$ cat src/design/lir_pkg.sv
// Shared types and constants for the linear interpolation resampler.
// No dependencies; every other file of the block but lir_ram imports this package.
`timescale 1ns / 1ps

package lir_pkg;

  // Field widths
  localparam int IDX_W   = 12;
  localparam int SMP_W   = 16;
  localparam int LEN_W   = 13;
  localparam int STEP_W  = 24;
  localparam int FRAC_W  = 16;

  // Read position = index * step, Q(n).16
  localparam int POS_W   = IDX_W + STEP_W;
  localparam int N_W     = POS_W - FRAC_W;
  localparam int CMP_W   = N_W + 1;

  // Blend datapath
  localparam int DIFF_W  = SMP_W + 1;
  localparam int PROD_W  = DIFF_W + FRAC_W + 1;
  localparam int SH_W    = PROD_W - FRAC_W;

  // Register port
  localparam int PADDR_W = 3;
  localparam int PDATA_W = 32;

  localparam logic [LEN_W-1:0]  LEN_RESET  = '0;
  localparam logic [STEP_W-1:0] STEP_RESET = 24'h01_0000;
  localparam logic [PROD_W-1:0] ROUND_HALF = PROD_W'(32768);

  typedef enum logic {
    OP_WRITE = 1'b0,
    OP_QUERY = 1'b1
  } op_e;

  typedef enum logic {
    REG_BLOCK_LENGTH = 1'b0,
    REG_READ_STEP    = 1'b1
  } reg_e;

  // What the back end has to do with one word
  typedef enum logic [1:0] {
    CMD_WRITE  = 2'd0,
    CMD_BLEND  = 2'd1,
    CMD_SINGLE = 2'd2,
    CMD_ZERO   = 2'd3
  } cmd_e;

  typedef struct packed {
    cmd_e                     kind;
    logic [IDX_W-1:0]         idx;
    logic [N_W-1:0]           n;       // store address (write index or integer position)
    logic [FRAC_W-1:0]        frac;
    logic signed [SMP_W-1:0]  sample;
  } cmd_t;

endpackage

$ cat src/design/lir_cmd_fifo.sv
// Two-entry command queue between front and back end.
// Depends on lir_pkg.
`timescale 1ns / 1ps

module lir_cmd_fifo (
  input  logic          clk_i,
  input  logic          rst_ni,
  input  logic          push_i,
  input  lir_pkg::cmd_t cmd_i,
  output logic          full_o,
  input  logic          pop_i,
  output logic          valid_o,
  output lir_pkg::cmd_t cmd_o
);
  import lir_pkg::*;

  cmd_t       mem_q [2];
  logic       wp_q;
  logic       rp_q;
  logic [1:0] cnt_q;

  assign full_o  = cnt_q == 2'd2;
  assign valid_o = cnt_q != 2'd0;
  assign cmd_o   = mem_q[rp_q];

  always_ff @(posedge clk_i) begin
    if (push_i) begin
      mem_q[wp_q] <= cmd_i;
    end
  end

  // Pointers and fill count
  always_ff @(posedge clk_i or negedge rst_ni) begin
    if (!rst_ni) begin
      wp_q  <= 1'b0;
      rp_q  <= 1'b0;
      cnt_q <= 2'd0;
    end else begin
      if (push_i) begin
        wp_q <= !wp_q;
      end
      if (pop_i) begin
        rp_q <= !rp_q;
      end
      priority if (push_i && !pop_i) begin
        cnt_q <= cnt_q + 2'd1;
      end else if (pop_i && !push_i) begin
        cnt_q <= cnt_q - 2'd1;
      end else begin
        cnt_q <= cnt_q;
      end
    end
  end

  a_no_overflow: assert property (@(posedge clk_i) disable iff (!rst_ni)
    push_i |-> !full_o)
    else $error("queue overflow");

  a_no_underflow: assert property (@(posedge clk_i) disable iff (!rst_ni)
    pop_i |-> valid_o)
    else $error("queue underflow");

  a_cnt_range: assert property (@(posedge clk_i) disable iff (!rst_ni)
    cnt_q != 2'd3)
    else $error("queue count out of range");

endmodule

$ cat config.mk
export PLATFORM = sky130hd
export DESIGN_NAME = lir_cmd_fifo
export DESIGN_NICKNAME = d
export VERILOG_FILES = /design/src/design/lir_pkg.sv /design/src/design/lir_cmd_fifo.sv
export SDC_FILE = /design/constraint.sdc
export NUM_CORES = 1
export LEC_CHECK = 0
export BUFFER_PORTS_ARGS = -buffer_cell sky130_fd_sc_hd__buf_2
export CORE_ASPECT_RATIO = 1.25
export CORE_MARGIN = 4
export CORE_UTILIZATION = 45
export DETAILED_ROUTE_END_ITERATION = 6
export PLACE_DENSITY = 0.71
export SETUP_SLACK_MARGIN = 0.1
export SKIP_LAST_GASP = 1
export SYNTH_ARGS = -nofsm -noshare
export SYNTH_HDL_FRONTEND = slang
export SYNTH_SLANG_ARGS = --single-unit
$ cat constraint.sdc
create_clock -name clk_i -period 4.6 [get_ports clk_i]
set_input_delay 0.92 -clock clk_i [delete_from_list [all_inputs] [get_ports clk_i]]
set_output_delay 0.92 -clock clk_i [all_outputs]
set_load 0.1 [all_outputs]
Word-level counts from Yosys, hierarchy flattened. Memories as Yosys holds them, arrays and structs flattened. Index checks and enable logic that the tools add are counted.

Eq/ne operators: 1. $add $sub $neg: 2. Mux-type cells: 4. Reductions and logical operators: 8.

Operators with widths (count): $logic_not A1 Y1 (4); $mux W2 (2); $reduce_bool A2 Y1 (2); $add A2 B1 Y2 const B (1); $eq A2 B2 Y1 const B (1); $logic_and A1 B1 Y1 (2); $mux W1 (2); $sub A2 B1 Y2 const B (1).

Bits in writable memories: 132. Memories: 1. Flip-flop bits (word level): 4. Logic and storage cells: 19.

Memory list: mem_q (words 2, width 66, read ports 1, clocked after memory_dff 0, write ports 1, RTL line lir_cmd_fifo.sv:17) `cmd_t mem_q [2];`.

Logic depth before layout (Yosys ltp).
Depth after elaboration: 4. Depth in mapped cells: 5. Mapped depth without buffers: 5.

Least setup slack after synthesis. OpenSTA, ideal clock, no wires.

Kind: input-to-reg. Start point: input push_i. End point: memory mem_q[0][0] in the netlist's numbering (enable). Setup time: 498 ps. Stages: 1. Arrival time: 3820 ps. Path slack: 282 ps. Path buffers: 0. Path through: nor2b_1.

Word-level cells in the longest chain between the ends: 2.

Ends and longest elaborated chain: start, declared (RTL line lir_cmd_fifo.sv:8) `input logic push_i,`; $mux W1 (RTL line lir_cmd_fifo.sv:27) `if (push_i) begin`; $mux W1 (implied by the code) (RTL line lir_cmd_fifo.sv:28) `mem_q[wp_q] <= cmd_i;`; end, declared (RTL line lir_cmd_fifo.sv:17).

No other way between the ends.

==> flow_metrics.py <==
metrics = {
    "critical_path": {
        "path_cells": "mux2_2, buf_2",
        "worst_setup_path_start_kind": "flip-flop",
        "max_stage_delay_ns": 1.07,
        "cp_slowest_cell": "dfrtp_4",
        "timing_worst_setup_path_type": "reg2out",
        "critical_path_arrival_ns": 2.33,
        "cp_data_required_time_ns": 3.68,
        "path_max_fanout": 67,
        "critPathCaptureType": "primary output",
    },
    "grt": {
        "grt_busiest_layer": "met2",
        "grtUsageMet2": 0.236,
        "grt_max_degree": 68,
        "grt_first_pass_wirelength_um": 12900,
        "grt_pass1_vias": 2678,
        "antenna_found_initial": 1,
        "grt_usage": 0.136,
        "grt_overflow": 0,
        "use_met3": 0.0457,
        "use_met1": 0.147,
    },
    "clocking": {
        "cts_setup_buffers": 0,
        "root_buffer": "clkbuf_16",
        "cts_htree_levels": 4,
        "cts_tree": "done",
        "cts_buffers": 17,
        "hold_buffers": 0,
        "cts_resized": 0,
        "clk_path_buf_depth": 2,
        "clk_pin_slew_worst_paths_ns": 0.06,
        "numClockSinks": 136,
        "insertion_delay_ns": 0.40,
    },
    "final_layout": {
        "num-nets-final": 443,
        "design_area_um2": 6470,
        "drive_above_1_share": 0.620,
        "syn2layout_area_growth_pct": 27.8,
        "antenna_cells": 0,
        "stdcell_count": 519,
        "nFillCells": 852,
    },
    "detailed_routing": {
        "dr.pass1.iters": 4,
        "vias_per_cell": 4.73,
        "num_vias": 2456,
        "drt-wirelength-per-cell_um": 16.5,
        "drc": 0,
        "drt_iter0_markers": 88,
        "postRouteAntennaNets": 0,
        "wl_um": 8590,
    },
    "sta": {
        "fin_crit_ns": 3.25,
        "setup_tns_ns": 0,
        "rsz0062_at_grt": "false",
        "worst_slew_pin_slew_ns": 1.07,
        "fmax_mhz": 308,
        "hold_violations": 0,
        "slew_headroom": 0.287,
        "setup_viol": 0,
        "finalMaxSlewViolations": 0,
        "period_share": 0.707,
        "fin_skew_ns": 0.00490,
        "setup_ws_ns": 1.35,
    },
    "synthesis": {
        "ys_ff_latch": 136,
        "yosysUniqueCellTypes": 15,
        "synthesis.area_um2": 5060,
        "yosysSeqAreaShare": 0.802,
        "avgSynthCellArea_um2": 22.9,
        "syn-num-nets": 292,
        "yosys.area_share.simple": 0.00568,
        "synth_warnings": 0,
        "synth_top_family_by_area": "multiplexers",
        "syn_inst": 221,
        "synthMuxAreaShare": 0.169,
        "synth_compound_area_frac": 0,
        "synthAdderAreaFrac": 0.00247,
        "synth_xor_area_frac": 0.00865,
    },
    "placed_design": {
        "dp_hpwl_um": 5610,
        "gp_congestion": 0.690,
        "pre_cts_ws_ns": 1.76,
        "placed_cells": 488,
        "placed_cell_area_um2": 5890,
        "port_buffers": 137,
    },
    "floorplan": {
        "die_h_um": 127,
        "num_rows": 43,
        "start_util": 0.459,
        "die_w_um": 103,
        "die_area_um2": 13000,
        "coreArea_um2": 11000,
        "ioPinCount": 138,
    },
    "worst_hold_path": {
        "hold_path_class": "in2async",
    },
    "outcome": {
        "outcome": "completed",
    },
    "run": {
        "max-cap-violations": 0,
    },
}
[sequential cells by signal (all words and copies together), names as in the netlist]
name	cells
mem_q	132
rp_q	1
cnt_q	2
wp_q	1
[layer usage]
| metal | vias up | routed length [µm] |
|---|---|---|
| met2 | 78 | 4720 |
| li1 | 1171 | - |
| met4 | 2 | 101 |
| met5 | - | 7 |
| met3 | 9 | 550 |
| met1 | 1196 | 3210 |
[final timing paths]
path / start / to / slack (ns) / cells past startpoint
setup / recovery: rp_q$_DFFE_PN0P_ / cmd_o[54] / 1.35 / 2
hold / removal: rst_ni / cnt_q[1]$_DFFE_PN0P_ / 0.31 / 1
setup reg to reg: wp_q$_DFFE_PN0P_ / mem_q[1][6]$_DFFE_PP_ / 2.56 / 2
hold reg to reg: cnt_q[1]$_DFFE_PN0P_ / cnt_q[1]$_DFFE_PN0P_ / 0.49 / 1
max in group asynchronous: rst_ni / rp_q$_DFFE_PN0P_ / 4.15 / 1
min in group clk_i: cnt_q[1]$_DFFE_PN0P_ / cnt_q[1]$_DFFE_PN0P_ / 0.49 / 1
[critical path: cells and delay by family (launching register included)]
kind                   cells  cell delay, ns
buffers and inverters      1            0.42
flip-flops                 1            1.07
multiplexers               1            0.32
[cell usage after synthesis]
cell / number / area (µm²)
and2_1: 1 / 6.26
buf_2: 3 / 15.0
buf_4: 1 / 7.51
buf_6: 3 / 33.8
dfrtp_1: 4 / 100
edfxtp_1: 132 / 3960
ha_1: 1 / 12.5
inv_1: 1 / 3.75
mux2_2: 36 / 405
mux2_4: 30 / 450
nor2_1: 1 / 3.75
nor2b_1: 2 / 12.5
or2_2: 1 / 6.26
xnor2_1: 1 / 8.76
xor2_1: 4 / 35.0
[layout make-up]
type	count	area (µm²)	area share
clock buffer	18	429	0.0663
clock inverter	13	155	0.0240
inverter	1	3.75	0.000580
multi-input combinational	77	950	0.147
sequential	136	4070	0.628
tap	135	169	0.0261
timing repair buffer	139	701	0.108
[metrics by stage]
step	utilization	hold WS (ns)
floorplan	-	0.447
global placement	0.534	0.463
detailed placement	0.534	0.478
CTS	0.587	0.297
global route	0.587	0.295
finish	0.587	0.311
[layout by cell type (no fill, tap or decap), types with 2 or more instances in the layout]
cell type,instances
bufinv_16,3
dfrtp_1,3
buf_4,2
buf_2,137
mux2_2,36
edfxtp_1,132
clkinv_4,2
mux2_4,30
xor2_1,4
clkinvlp_4,2
clkbuf_16,17
clkinv_2,4
[kinds of logic after synthesis]
group	after synthesis
XOR/XNOR	5
adder cells (fa/ha/maj)	1
buffers and inverters	8
AND/OR/NAND/NOR	5
flip-flops	136
multiplexers	66
Power is not shown: default switching activity piles up to over one toggle a cycle in this logic, so the estimate is an artifact.
