**config.mk**
```make
export PLATFORM = sky130hd
export DESIGN_NAME = lir_front_flat
export DESIGN_NICKNAME = d
export VERILOG_FILES = /design/src/design/lir_pkg.sv /design/src/design/lir_if.sv /design/src/design/lir_front.sv /design/src/flat_wrapper.sv
export SDC_FILE = /design/constraint.sdc
export NUM_CORES = 1
export LEC_CHECK = 0
export BUFFER_PORTS_ARGS = -buffer_cell sky130_fd_sc_hd__buf_2
export CORE_ASPECT_RATIO = 0.6
export CORE_MARGIN = 5
export CORE_UTILIZATION = 30
export DETAILED_ROUTE_END_ITERATION = 12
export SYNTH_ARGS = -nofsm -noshare
export SYNTH_HDL_FRONTEND = slang
export SYNTH_SLANG_ARGS = --single-unit
```
**constraint.sdc**
```tcl
create_clock -name clk_i -period 3.1 [get_ports clk_i]
set_input_delay 0.31 -clock clk_i [delete_from_list [all_inputs] [get_ports clk_i]]
set_output_delay 0.31 -clock clk_i [all_outputs]
set_load 0.1 [all_outputs]
```
**src/design/lir_pkg.sv**
```systemverilog
// Shared types and constants for the linear interpolation resampler.
// No dependencies; every other file of the block but lir_ram imports this package.
`timescale 1ns / 1ps

package lir_pkg;

  // Field widths
  localparam int IDX_W   = 12;
  localparam int SMP_W   = 16;
  localparam int LEN_W   = 13;
  localparam int STEP_W  = 24;
  localparam int FRAC_W  = 16;

  // Read position = index * step, Q(n).16
  localparam int POS_W   = IDX_W + STEP_W;
  localparam int N_W     = POS_W - FRAC_W;
  localparam int CMP_W   = N_W + 1;

  // Blend datapath
  localparam int DIFF_W  = SMP_W + 1;
  localparam int PROD_W  = DIFF_W + FRAC_W + 1;
  localparam int SH_W    = PROD_W - FRAC_W;

  // Register port
  localparam int PADDR_W = 3;
  localparam int PDATA_W = 32;

  localparam logic [LEN_W-1:0]  LEN_RESET  = '0;
  localparam logic [STEP_W-1:0] STEP_RESET = 24'h01_0000;
  localparam logic [PROD_W-1:0] ROUND_HALF = PROD_W'(32768);

  typedef enum logic {
    OP_WRITE = 1'b0,
    OP_QUERY = 1'b1
  } op_e;

  typedef enum logic {
    REG_BLOCK_LENGTH = 1'b0,
    REG_READ_STEP    = 1'b1
  } reg_e;

  // What the back end has to do with one word
  typedef enum logic [1:0] {
    CMD_WRITE  = 2'd0,
    CMD_BLEND  = 2'd1,
    CMD_SINGLE = 2'd2,
    CMD_ZERO   = 2'd3
  } cmd_e;

  typedef struct packed {
    cmd_e                     kind;
    logic [IDX_W-1:0]         idx;
    logic [N_W-1:0]           n;       // store address (write index or integer position)
    logic [FRAC_W-1:0]        frac;
    logic signed [SMP_W-1:0]  sample;
  } cmd_t;

endpackage

```
**src/design/lir_if.sv**
```systemverilog
// Valid/ready channel interfaces for the resampler input and result words.
// Depends on lir_pkg.
`timescale 1ns / 1ps

interface lir_in_if;
  import lir_pkg::*;

  logic                    valid;
  logic                    ready;
  logic                    opcode;
  logic [IDX_W-1:0]        index;
  logic signed [SMP_W-1:0] sample;

  modport source (output valid, opcode, index, sample, input ready);
  modport sink   (input valid, opcode, index, sample, output ready);
endinterface


```
**src/design/lir_front.sv**
```systemverilog
// Front end: accepts words, computes the read position, classifies each word
// into a back-end command. Depends on lir_pkg and lir_if.
`timescale 1ns / 1ps

module lir_front #(
  parameter int MAX_SAMPLES = 4096
) (
  input  logic                       clk_i,
  input  logic                       rst_ni,
  lir_in_if.sink                     in_i,
  input  logic [lir_pkg::LEN_W-1:0]  blen_i,
  input  logic [lir_pkg::STEP_W-1:0] step_i,
  output lir_pkg::cmd_t              cmd_o,
  output logic                       push_o,
  input  logic                       full_i
);
  import lir_pkg::*;

  localparam logic [CMP_W-1:0] MaxExt = CMP_W'(MAX_SAMPLES);

  logic                    vld_q;
  logic                    op_q;
  logic [IDX_W-1:0]        idx_q;
  logic signed [SMP_W-1:0] smp_q;
  logic [POS_W-1:0]        pos_q;
  logic [POS_W-1:0]        pos_d;

  logic [N_W-1:0]    n;
  logic [FRAC_W-1:0] frac;
  logic [CMP_W-1:0]  len_ext;
  logic [CMP_W-1:0]  len_sat;
  logic [CMP_W-1:0]  n_ext;
  logic [CMP_W-1:0]  n1_ext;
  logic              wr_ok;
  logic              drop;
  logic              done;
  logic              take;

  // Position multiply on the way in
  assign pos_d = POS_W'(in_i.index) * POS_W'(step_i);

  assign in_i.ready = !vld_q || done;
  assign take       = in_i.valid && in_i.ready;

  always_ff @(posedge clk_i or negedge rst_ni) begin
    if (!rst_ni) begin
      vld_q <= 1'b0;
    end else if (take) begin
      vld_q <= 1'b1;
    end else if (done) begin
      vld_q <= 1'b0;
    end
  end

  always_ff @(posedge clk_i) begin
    if (take) begin
      op_q  <= in_i.opcode;
      idx_q <= in_i.index;
      smp_q <= in_i.sample;
      pos_q <= pos_d;
    end
  end

  // Classify against the saturated block length
  assign n       = pos_q[POS_W-1:FRAC_W];
  assign frac    = pos_q[FRAC_W-1:0];
  assign len_ext = CMP_W'(blen_i);
  assign len_sat = (len_ext > MaxExt) ? MaxExt : len_ext;
  assign n_ext   = CMP_W'(n);
  assign n1_ext  = n_ext + CMP_W'(1);
  assign wr_ok   = CMP_W'(idx_q) < MaxExt;

  always_comb begin
    cmd_o.idx    = idx_q;
    cmd_o.frac   = frac;
    cmd_o.sample = smp_q;
    cmd_o.n      = n;
    if (op_q == OP_WRITE) begin
      cmd_o.kind = CMD_WRITE;
      cmd_o.n    = N_W'(idx_q);
    end else if (n1_ext < len_sat) begin
      cmd_o.kind = CMD_BLEND;
    end else if (n_ext < len_sat) begin
      cmd_o.kind = CMD_SINGLE;
    end else begin
      cmd_o.kind = CMD_ZERO;
    end
  end

  // Out-of-range writes are dropped here
  assign drop   = vld_q && (op_q == OP_WRITE) && !wr_ok;
  assign push_o = vld_q && !drop && !full_i;
  assign done   = drop || push_o;

  a_hold: assert property (@(posedge clk_i) disable iff (!rst_ni)
    vld_q && !done |=> vld_q && $stable(pos_q) && $stable(idx_q))
    else $error("front stage lost a word while the queue was full");

  a_push_full: assert property (@(posedge clk_i) disable iff (!rst_ni)
    full_i |-> !push_o)
    else $error("push into full queue");

  a_drop_write: assert property (@(posedge clk_i) disable iff (!rst_ni)
    drop |-> !push_o && (op_q == OP_WRITE))
    else $error("dropped word was also pushed");

endmodule

```
**src/flat_wrapper.sv**
```systemverilog
// flat-port wrapper written by rule: the top's interface ports become plain ports
module lir_front_flat import lir_pkg::*;
#(
  parameter int MAX_SAMPLES = 4096
)
  (clk_i, rst_ni, blen_i, step_i, cmd_o, push_o, full_i, in_i_valid, in_i_opcode, in_i_index, in_i_sample, in_i_ready);
  lir_in_if in_i_i ();
  input  logic clk_i;
  input  logic rst_ni;
  input  logic [lir_pkg::LEN_W-1:0] blen_i;
  input  logic [lir_pkg::STEP_W-1:0] step_i;
  output lir_pkg::cmd_t cmd_o;
  output logic push_o;
  input  logic full_i;
  input wire logic [$bits(in_i_i.valid)-1:0] in_i_valid;
  input wire logic [$bits(in_i_i.opcode)-1:0] in_i_opcode;
  input wire logic [$bits(in_i_i.index)-1:0] in_i_index;
  input wire logic [$bits(in_i_i.sample)-1:0] in_i_sample;
  output wire logic [$bits(in_i_i.ready)-1:0] in_i_ready;
  assign in_i_i.valid = in_i_valid;
  assign in_i_i.opcode = in_i_opcode;
  assign in_i_i.index = in_i_index;
  assign in_i_i.sample = in_i_sample;
  assign in_i_ready = in_i_i.ready;
  lir_front #(.MAX_SAMPLES(MAX_SAMPLES)) u_core (.clk_i(clk_i), .rst_ni(rst_ni), .in_i(in_i_i), .blen_i(blen_i), .step_i(step_i), .cmd_o(cmd_o), .push_o(push_o), .full_i(full_i));
endmodule
```
Word-level counts from Yosys, hierarchy flattened:

Cells that the tools add are included.
W data, S select, Z words.

* add/sub/neg operators: 1
* $mul: 1
* order comparisons: 3
* multiplexer cells: 7
* reduce and logical (&&, ||, !) cells: 6

Operators by type and width (number)
* $mul A12 B24 Y36: 1
* $add A20 B1 Y21 const B: 1
* $lt A20 B21 Y1: 1
* $lt A21 B21 Y1: 1
* $mux W20: 1
* $gt A13 B13 Y1 const B: 1
* $mux W13: 1
* $mux W2: 2
* $mux W1: 3
* $logic_and A1 B1 Y1: 2
* $logic_not A1 Y1: 2
* $reduce_bool A2 Y1: 1
* $logic_or A1 B1 Y1: 1

* register bits after elaboration: 66
* bits of input ports: 70
* output and inout port bits: 68
* word-level logic and storage cells: 23

Logic depth before layout (Yosys ltp):

Gate-level depths: netlist of the first run.

* word-level depth: 6
* depth in mapped cells: 21
* mapped depth without buffers: 19

Worst setup path before layout of the first run:

No wires, ideal clock.

* path type: input-to-reg
* from: in in_i_index[8]
* to: reg u_core.pos_q[28], data pin
* library setup time: 263 ps
* data arrival time: 5076 ps
* data required time: 2837 ps
* setup slack: -2239 ps
* cell stages on the path: 19
* buffers on the path: 2
* cell sequence: clkbuf_1 > nand2_1 > fa_1 > inv_1 > fa_1 > fa_1 > fa_1 > inv_1 > fa_1 > inv_1 > ha_1 > clkbuf_1 > a21o_1 > a21o_1 > a21o_1 > a211oi_1 > nor2_1 > a311oi_1 > xnor2_1

* cells in the longest elaborated chain, start to end: 1

RTL lines
* start: declaration: line flat_wrapper.sv:17 `input wire logic [$bits(in_i_i.index)-1:0] in_i_index;`
* $mul A12 B24 Y36: line lir_front.sv:40 `assign pos_d = POS_W'(in_i.index) * POS_W'(step_i);`
* via u_core.pos_d[28]: line lir_front.sv:26 `logic [POS_W-1:0] pos_d;`
* end signal: assignment: line lir_front.sv:60 `pos_q <= pos_d;`
* end: declaration: line lir_front.sv:25 `logic [POS_W-1:0] pos_q;`

The timed path passes the listed nets, and every way through them passes these cells.
A chain may end at the register's enable or synchronous reset.

Final worst setup path of the first run:

* from: in in_i_index[8]
* to: reg u_core.pos_q[33], data pin

The elaborated chain is that of the path after synthesis.

==> results of run 1 <==
-- routing by layer --
layer / vias up / global-route usage (%) / routed length, um
met5: - / 0 / 0
met4: 0 / 2.30 / 446
met3: 32 / 3.31 / 1820
met2: 214 / 25.7 / 16400
met1: 5192 / 22.4 / 16800
li1: 4758 / - / -
-- kinds of logic after synthesis --
family	share of synthesized area, %
xor+xnor	3.13
buf+inv	10.5
compound gates	7.40
simple gates	15.9
mux	1.18
fa+ha+maj	45.8
flops	16.0
-- through the flow --
stage	std cells	utilization [%]
after CTS	2170	41.5
after global routing	2184	42.6
final	2184	42.6
after global placement	2114	38.0
after floorplan	1320	-
after detailed placement	2114	38.0
-- state kept, by name, indices dropped and copies added, names as in the netlist --
name          cells
u_core.idx_q     12
u_core.op_q       1
u_core.pos_q     36
u_core.smp_q     16
u_core.vld_q      1
-- how the worst min path moves through the flow --
| stage | start | to | slack [ns] | cells after the start |
|---|---|---|---|---|
| floorplan | rst_ni | u_core.vld_q | 0.01 | 0 |
| global placement | rst_ni | u_core.vld_q | 0.09 | 1 |
| detailed placement | rst_ni | u_core.vld_q | 0.09 | 1 |
| CTS | in_i_sample[8] | u_core.smp_q[8] | 0.12 | 1 |
| global route | in_i_sample[14] | u_core.smp_q[14] | 0.12 | 1 |
| finish | in_i_sample[13] | u_core.smp_q[13] | 0.14 | 1 |
-- timing repair --
action,in CTS,in global routing
cloned,3,1
setup endpoints to repair,33,33
endpoints found under the hold margin,1,0
setup buffers,36,18
gates resized for setup,184,73
pin swaps,107,64
hold buffers,1,0
-- final cells by class --
| cell class | count | area [um^2] | share of cell area [%] |
|---|---|---|---|
| clock buffers | 12 | 256 | 1.48 |
| clock inverters | 4 | 97.6 | 0.565 |
| inverters | 249 | 935 | 5.41 |
| multi-input cells | 925 | 10100 | 58.5 |
| flip-flops and latches | 66 | 1980 | 11.4 |
| well taps | 531 | 664 | 3.85 |
| repair buffers | 397 | 3240 | 18.7 |
-- placed cells by master, fill, tap and decap left out, types with 13 or more instances in the layout --
master / instances
sky130_fd_sc_hd__fa_2: 18
sky130_fd_sc_hd__a21oi_1: 20
sky130_fd_sc_hd__inv_2: 22
sky130_fd_sc_hd__buf_12: 18
sky130_fd_sc_hd__buf_4: 209
sky130_fd_sc_hd__and2_4: 13
sky130_fd_sc_hd__xor2_1: 17
sky130_fd_sc_hd__inv_1: 227
sky130_fd_sc_hd__nand2_4: 15
sky130_fd_sc_hd__nand2_2: 24
sky130_fd_sc_hd__ha_4: 25
sky130_fd_sc_hd__a21o_1: 16
sky130_fd_sc_hd__nand2_1: 196
sky130_fd_sc_hd__buf_6: 44
sky130_fd_sc_hd__and2_1: 91
sky130_fd_sc_hd__edfxtp_1: 65
sky130_fd_sc_hd__buf_2: 111
sky130_fd_sc_hd__ha_1: 71
sky130_fd_sc_hd__xnor2_1: 18
sky130_fd_sc_hd__fa_1: 202
sky130_fd_sc_hd__nor2_1: 15
-- worst max-delay path: cells and delay by family --
family	cells	cell delay, ns
adders and majority gates	6	2.81
AOI/OAI and AO/OA	5	1.01
buffers and inverters	4	0.32
and+or+nand+nor	2	0.28
xor gates and xnor gates	1	0.17
==> results.txt, run 1 <==
----------------------------------------------------
[Run status]
  Run status ... finished with violations
  Violations in the final reports ... negative setup slack

[STA]
  Setup total negative slack ... -43.83 ns
  Highest attainable clock frequency ... 206 MHz
  Worst hold slack ... 0.144 ns
  Rel. slew slack ... 41.5%
  Share of the clock period used by the worst path after layout ... 156%
  Transition at the pin with the smallest max-transition slack ... 0.878 ns
  Final slew viol count ... 0
  Setup repair after global routing missed its margin ... yes
  Crit path time final ... 4.85 ns
  Setup Viol. Count Final ... 33
  Setup Skew ... 0.00565 ns
  Final Hold Vio Count ... 0
  Worst setup margin ... -1.75 ns

[Synth]
  EDFF count, synth ... 65
  Most repeated cell in the gate-level netlist after synthesis ... sky130_fd_sc_hd__inv_1
  Count of synthesis-stage warnings from yosys ... 0
  Predominant post-synthesis flop cell ... sky130_fd_sc_hd__edfxtp_1
  Share of synthesized area occupied by flip-flops and latches ... 16.0%
  Synth async-reset ratio ... 1.52%
  Count of state elements after synthesis ... 66
  Commonest cells in the netlist ... sky130_fd_sc_hd__inv_1 (249), sky130_fd_sc_hd__nand2_1 (234), sky130_fd_sc_hd__fa_1 (220)
  Synth Cell Area ... 12300 um^2
  Dominant cells by area after synthesis ... sky130_fd_sc_hd__fa_1 (36%), sky130_fd_sc_hd__edfxtp_1 (16%), sky130_fd_sc_hd__ha_1 (10%), sky130_fd_sc_hd__inv_1 (7.6%), sky130_fd_sc_hd__nand2_1 (7.1%)
  Count of distinct cell types in the synthesized netlist ... 57
  Mapped Cells ... 1320
  Mean instance size in the synthesized netlist ... 9.34 um^2
  Cell type with the largest total area after synthesis ... sky130_fd_sc_hd__fa_1
  Post-synth top area share ... 35.7%
  Total nets after synthesis ... 1709

[Global routing]
  Largest net degree at the start of global routing ... 48
  Number of antenna violations at the first check in global routing ... 0
  Wire length of the first global-routing pass ... 57800 um
  Number of global-route vias before repair ... 10900
  GR Util All Layers ... 15.8%
  Aggregate global routing overflow ... 0

[CTS]
  Clock transition time at the flip-flop clock pins of the worst setup and hold paths ... 0.06 ns
  Worst-Skew Late Latency ... 0.34 ns
  Total number of H-tree levels ... 3
  Buffers from clock root to sink, at most ... 2
  Clk sink count ... 66
  CTS tree ... yes
  Master cell of the clock root buffer ... sky130_fd_sc_hd__clkbuf_16
  CTS buffer count ... 9

[Placed design]
  Placer congestion estimate ... 0.852
  Number of port buffers ... 137
  Worst setup slack after placement ... -2.35 ns
  Detailed-placement wirelength estimate ... 28700 um
  Total placed instance area ... 15400 um^2

[Critical path]
  Worst reg2reg path endpoint ... u_core.pos_q[31]
  Setup slack of the worst register-to-register path ... 1.46 ns
  End point of the critical path ... u_core.pos_q[33]
  Startpoint kind of the worst setup timing path ... input port
  Required time at the endpoint of the critical path ... 3.18 ns
  Cell with the most instances on the worst path ... sky130_fd_sc_hd__fa_1
  Slowest stage delay, CP ... 0.55 ns
  Worst Path Class, Setup ... in -> reg
  Data arrival at the endpoint of the critical path ... 4.93 ns
  Master of the slowest instance on the critical path ... sky130_fd_sc_hd__fa_1
  Critical path peak fanout ... 5
  Launch point of the worst path ... in_i_index[8]
  Worst R2R Path Depth ... 3
  Ordered list of cells on the worst path ... buf_16 -> buf_6 -> and2_4 -> fa_1 -> inv_2 -> fa_1 -> inv_2 -> fa_1 -> fa_1 -> fa_1 -> ha_4 -> o21a_1 -> o31a_1 -> o211ai_1 -> nor2b_4 -> o41ai_4 -> a311oi_4 -> xnor2_1
  R2r startpoint ... u_core.vld_q
  Worst setup EP type ... flop

[Cells and area]
  Area delta synth->final ... 40.2%
  Summed area of non-filler cells in the final layout ... 17300 um^2
  Count of nets after finishing ... 2037
  Share of layout cells above drive strength 1 ... 37.6%
  Filler instances ... 3852
  ANT cells ... 0

[Detailed routing]
  Iter 0 DRT Violations ... 502
  Remaining design rule violation count ... 0
  Post-detailed-route wirelength per cell ... 16.2 um
  Via density per instance ... 4.67
  Via total after detailed routing ... 10200
  Final WL ... 35500 um
  Remaining number of nets flagged by the antenna check after routing ... 0
  Total iterations of the first detailed-routing run ... 5

[Floorplanning]
  Die area ... 45400 um^2
  Core Box Area ... 40500 um^2
  Site row count ... 57
  Number of primary I/O pins ... 138
  Die Y-Extent ... 167 um
  Effective utilization at floorplan ... 30.4%
  Die W ... 272 um

[Hold path]
  Hold WC Path Type ... in -> reg

[Flow run]
  Max_cap viols ... 0

----------------------------------------------------
Power of run 1 is left out: the tool's default activity adds up to more than one toggle a clock period on the data nets, which glitch-free logic cannot reach.
==> run 2, diff against run 1 <==
Settings changed: CORE_UTILIZATION 30 to 60, PLACE_DENSITY from default to 0.81.
==> results.txt, run 2 (same netlist as run 1, synthesis figures left out) <==
----------------------------------------------------
[Run status]
  Run status ... finished with violations (unchanged)
  Violations in the final reports ... negative setup slack (unchanged)

[CTS]
  Worst-Skew Late Latency ... 0.36 ns (was 0.34 ns)
  Clk sink count ... 66 (unchanged)
  Clock transition time at the flip-flop clock pins of the worst setup and hold paths ... 0.07 ns (was 0.06 ns)
  Buffers from clock root to sink, at most ... 2 (unchanged)
  Total number of H-tree levels ... 3 (unchanged)
  CTS tree ... yes (unchanged)
  CTS buffer count ... 9 (unchanged)
  Master cell of the clock root buffer ... sky130_fd_sc_hd__clkbuf_16 (unchanged)

[Critical path]
  Startpoint kind of the worst setup timing path ... input port (unchanged)
  R2r startpoint ... u_core.vld_q (unchanged)
  Worst reg2reg path endpoint ... u_core.pos_q[5] (was u_core.pos_q[31])
  Worst R2R Path Depth ... 3 (unchanged)
  Required time at the endpoint of the critical path ... 3.21 ns (was 3.18 ns)
  Worst setup EP type ... flop (unchanged)
  Data arrival at the endpoint of the critical path ... 5.22 ns (was 4.93 ns)
  Worst Path Class, Setup ... in -> reg (unchanged)
  Setup slack of the worst register-to-register path ... 1.73 ns (was 1.46 ns)
  Critical path peak fanout ... 6 (was 5)

[Floorplanning]
  Core Box Area ... 20100 um^2 (was 40500 um^2)
  Number of primary I/O pins ... 138 (unchanged)
  Die W ... 195 um (was 272 um)
  Die area ... 23600 um^2 (was 45400 um^2)
  Die Y-Extent ... 121 um (was 167 um)
  Site row count ... 40 (was 57)
  Effective utilization at floorplan ... 61.3% (was 30.4%)

[Cells and area]
  Largest registers ... u_core.pos_q x36, u_core.smp_q x16, u_core.idx_q x12 (unchanged)
  Area used by multi-input combinational logic ... 10300 um^2 (was 10100 um^2)
  Area of all sequential standard cells ... 1980 um^2 (unchanged)
  Summed area of non-filler cells in the final layout ... 16900 um^2 (was 17300 um^2)
  Most common library cell in the layout ignoring fill and taps ... sky130_fd_sc_hd__inv_1 (unchanged)
  Filler instances ... 985 (was 3852)
  Max FFs per register ... 36 (unchanged)
  Area delta synth->final ... 37.2% (was 40.2%)
  Largest register by flop count ... u_core.pos_q (unchanged)
  Share of layout cells above drive strength 1 ... 38.6% (was 37.6%)
  Final Instance Count excl. Fillers ... 1909 (was 2184)
  Count of nets after finishing ... 2020 (was 2037)
  Most used cells in the layout excluding fill and tap cells ... sky130_fd_sc_hd__inv_1 (215), sky130_fd_sc_hd__fa_1 (200), sky130_fd_sc_hd__buf_4 (200) (was sky130_fd_sc_hd__inv_1 (227), sky130_fd_sc_hd__buf_4 (209), sky130_fd_sc_hd__fa_1 (202))
  ANT cells ... 0 (unchanged)

[Detailed routing]
  Iter 0 DRT Violations ... 1570 (was 502)
  Final WL ... 49300 um (was 35500 um)
  Via total after detailed routing ... 12100 (was 10200)
  Remaining design rule violation count ... 0 (unchanged)
  Post-detailed-route wirelength per cell ... 25.8 um (was 16.2 um)
  Total iterations of the first detailed-routing run ... 5 (unchanged)
  Via density per instance ... 6.33 (was 4.67)
  Remaining number of nets flagged by the antenna check after routing ... 0 (unchanged)

[STA]
  Final Hold Vio Count ... 0 (unchanged)
  Worst setup margin ... -2.01 ns (was -1.75 ns)
  Share of the clock period used by the worst path after layout ... 165% (was 156%)
  Setup repair after global routing missed its margin ... yes (unchanged)
  Crit path time final ... 5.11 ns (was 4.85 ns)
  Worst hold slack ... 0.124 ns (was 0.144 ns)
  Setup total negative slack ... -52.49 ns (was -43.83 ns)
  Final slew viol count ... 0 (unchanged)
  Transition at the pin with the smallest max-transition slack ... 0.961 ns (was 0.878 ns)
  Setup Viol. Count Final ... 33 (unchanged)
  Rel. slew slack ... 34.3% (was 41.5%)
  Setup Skew ... 0.00924 ns (was 0.00565 ns)
  Highest attainable clock frequency ... 196 MHz (was 206 MHz)

[Global routing]
  Number of global-route vias before repair ... 11900 (was 10900)
  GR Layer Usage met2 ... 57.6% (was 25.7%)
  Wire length of the first global-routing pass ... 64300 um (was 57800 um)
  Largest net degree at the start of global routing ... 66 (was 48)
  Aggregate global routing overflow ... 0 (unchanged)
  Routing usage on met1 ... 44.6% (was 22.4%)
  Number of antenna violations at the first check in global routing ... 1 (was 0)
  GR Util All Layers ... 34.8% (was 15.8%)
  Grt met3 use ... 9.02% (was 3.31%)
  Most used routing layer ... met2 (unchanged)

[Placed design]
  Number of port buffers ... 137 (unchanged)
  Total placed instance area ... 14900 um^2 (was 15400 um^2)
  Detailed-placement wirelength estimate ... 28800 um (was 28700 um)
  Inst Count DP ... 1838 (was 2114)
  Placer congestion estimate ... 0.965 (was 0.852)

[Hold path]
  Hold wc startpoint ... in_i_sample[6] (was in_i_sample[13])
  Worst hold path endpoint ... u_core.smp_q[6] (was u_core.smp_q[13])
  Hold path depth ... 1 (unchanged)
  Hold WC Path Type ... in -> reg (unchanged)

[Flow run]
  Max_cap viols ... 0 (unchanged)

----------------------------------------------------
## run 2: critical path: stages
cell,delay [ns]
sky130_fd_sc_hd__buf_12,0.10
sky130_fd_sc_hd__buf_12,0.15
sky130_fd_sc_hd__buf_8,0.14
sky130_fd_sc_hd__buf_8,0.12
sky130_fd_sc_hd__buf_6,0.10
sky130_fd_sc_hd__nand2_4,0.05
sky130_fd_sc_hd__fa_1,0.55
sky130_fd_sc_hd__inv_2,0.07
sky130_fd_sc_hd__ha_4,0.17
sky130_fd_sc_hd__fa_1,0.55
sky130_fd_sc_hd__inv_2,0.05
sky130_fd_sc_hd__fa_1,0.52
sky130_fd_sc_hd__inv_2,0.05
sky130_fd_sc_hd__fa_1,0.52
sky130_fd_sc_hd__ha_4,0.32
sky130_fd_sc_hd__o211ai_1,0.16
sky130_fd_sc_hd__o21ai_4,0.29
sky130_fd_sc_hd__o211ai_1,0.14
sky130_fd_sc_hd__nor2b_4,0.17
sky130_fd_sc_hd__o41ai_4,0.34
sky130_fd_sc_hd__a311oi_2,0.17
sky130_fd_sc_hd__xnor2_1,0.15
## run 2: stage by stage
step / util (%) / setup slack (ns)
5_1_grt: 84.0 / -2.08
3_3_place_gp: 74.2 / -2.28
6_report: 84.0 / -2.01
4_1_cts: 79.9 / -1.74
3_5_place_dp: 74.2 / -2.43
2_1_floorplan: - / -1.83
## run 2: timing repair
item | CTS | global route
cloned | 1 | 3
gates resized for setup | 152 | 130
setup endpoints to repair | 33 | 33
buffers inserted | 24 | 31
pin swaps | 85 | 93
hold endpoints to repair | 1 | 0
hold buffers | 1 | 0
## run 2: how the worst max path moves through the flow
stage,from,end,slack (ns)
2_1_floorplan,in_i_index[9],u_core.pos_q[28],-1.83
3_3_place_gp,in_i_index[8],u_core.pos_q[28],-2.28
3_5_place_dp,in_i_index[8],u_core.pos_q[28],-2.43
4_1_cts,step_i[3],u_core.pos_q[28],-1.74
5_1_grt,in_i_index[4],u_core.pos_q[28],-2.08
6_report,in_i_index[3],u_core.pos_q[33],-2.01
## run 2: metal layers
layer  part of all wire (%)  vias to the layer above
met5                  0.028                        -
met3                     13                      437
li1                       -                     4709
met4                    8.8                        2
met2                     45                     1165
met1                     33                     5769
## run 2: final cells by class
type                       instances  area share, %
multi-input combinational        925           60.6
timing repair buffer             380           18.3
sequential                        66           11.7
inverter                         249           5.54
tap                              273           2.02
clock buffer                       9           1.33
clock inverter                     7          0.466
Power of run 2 is left out for the same reason.
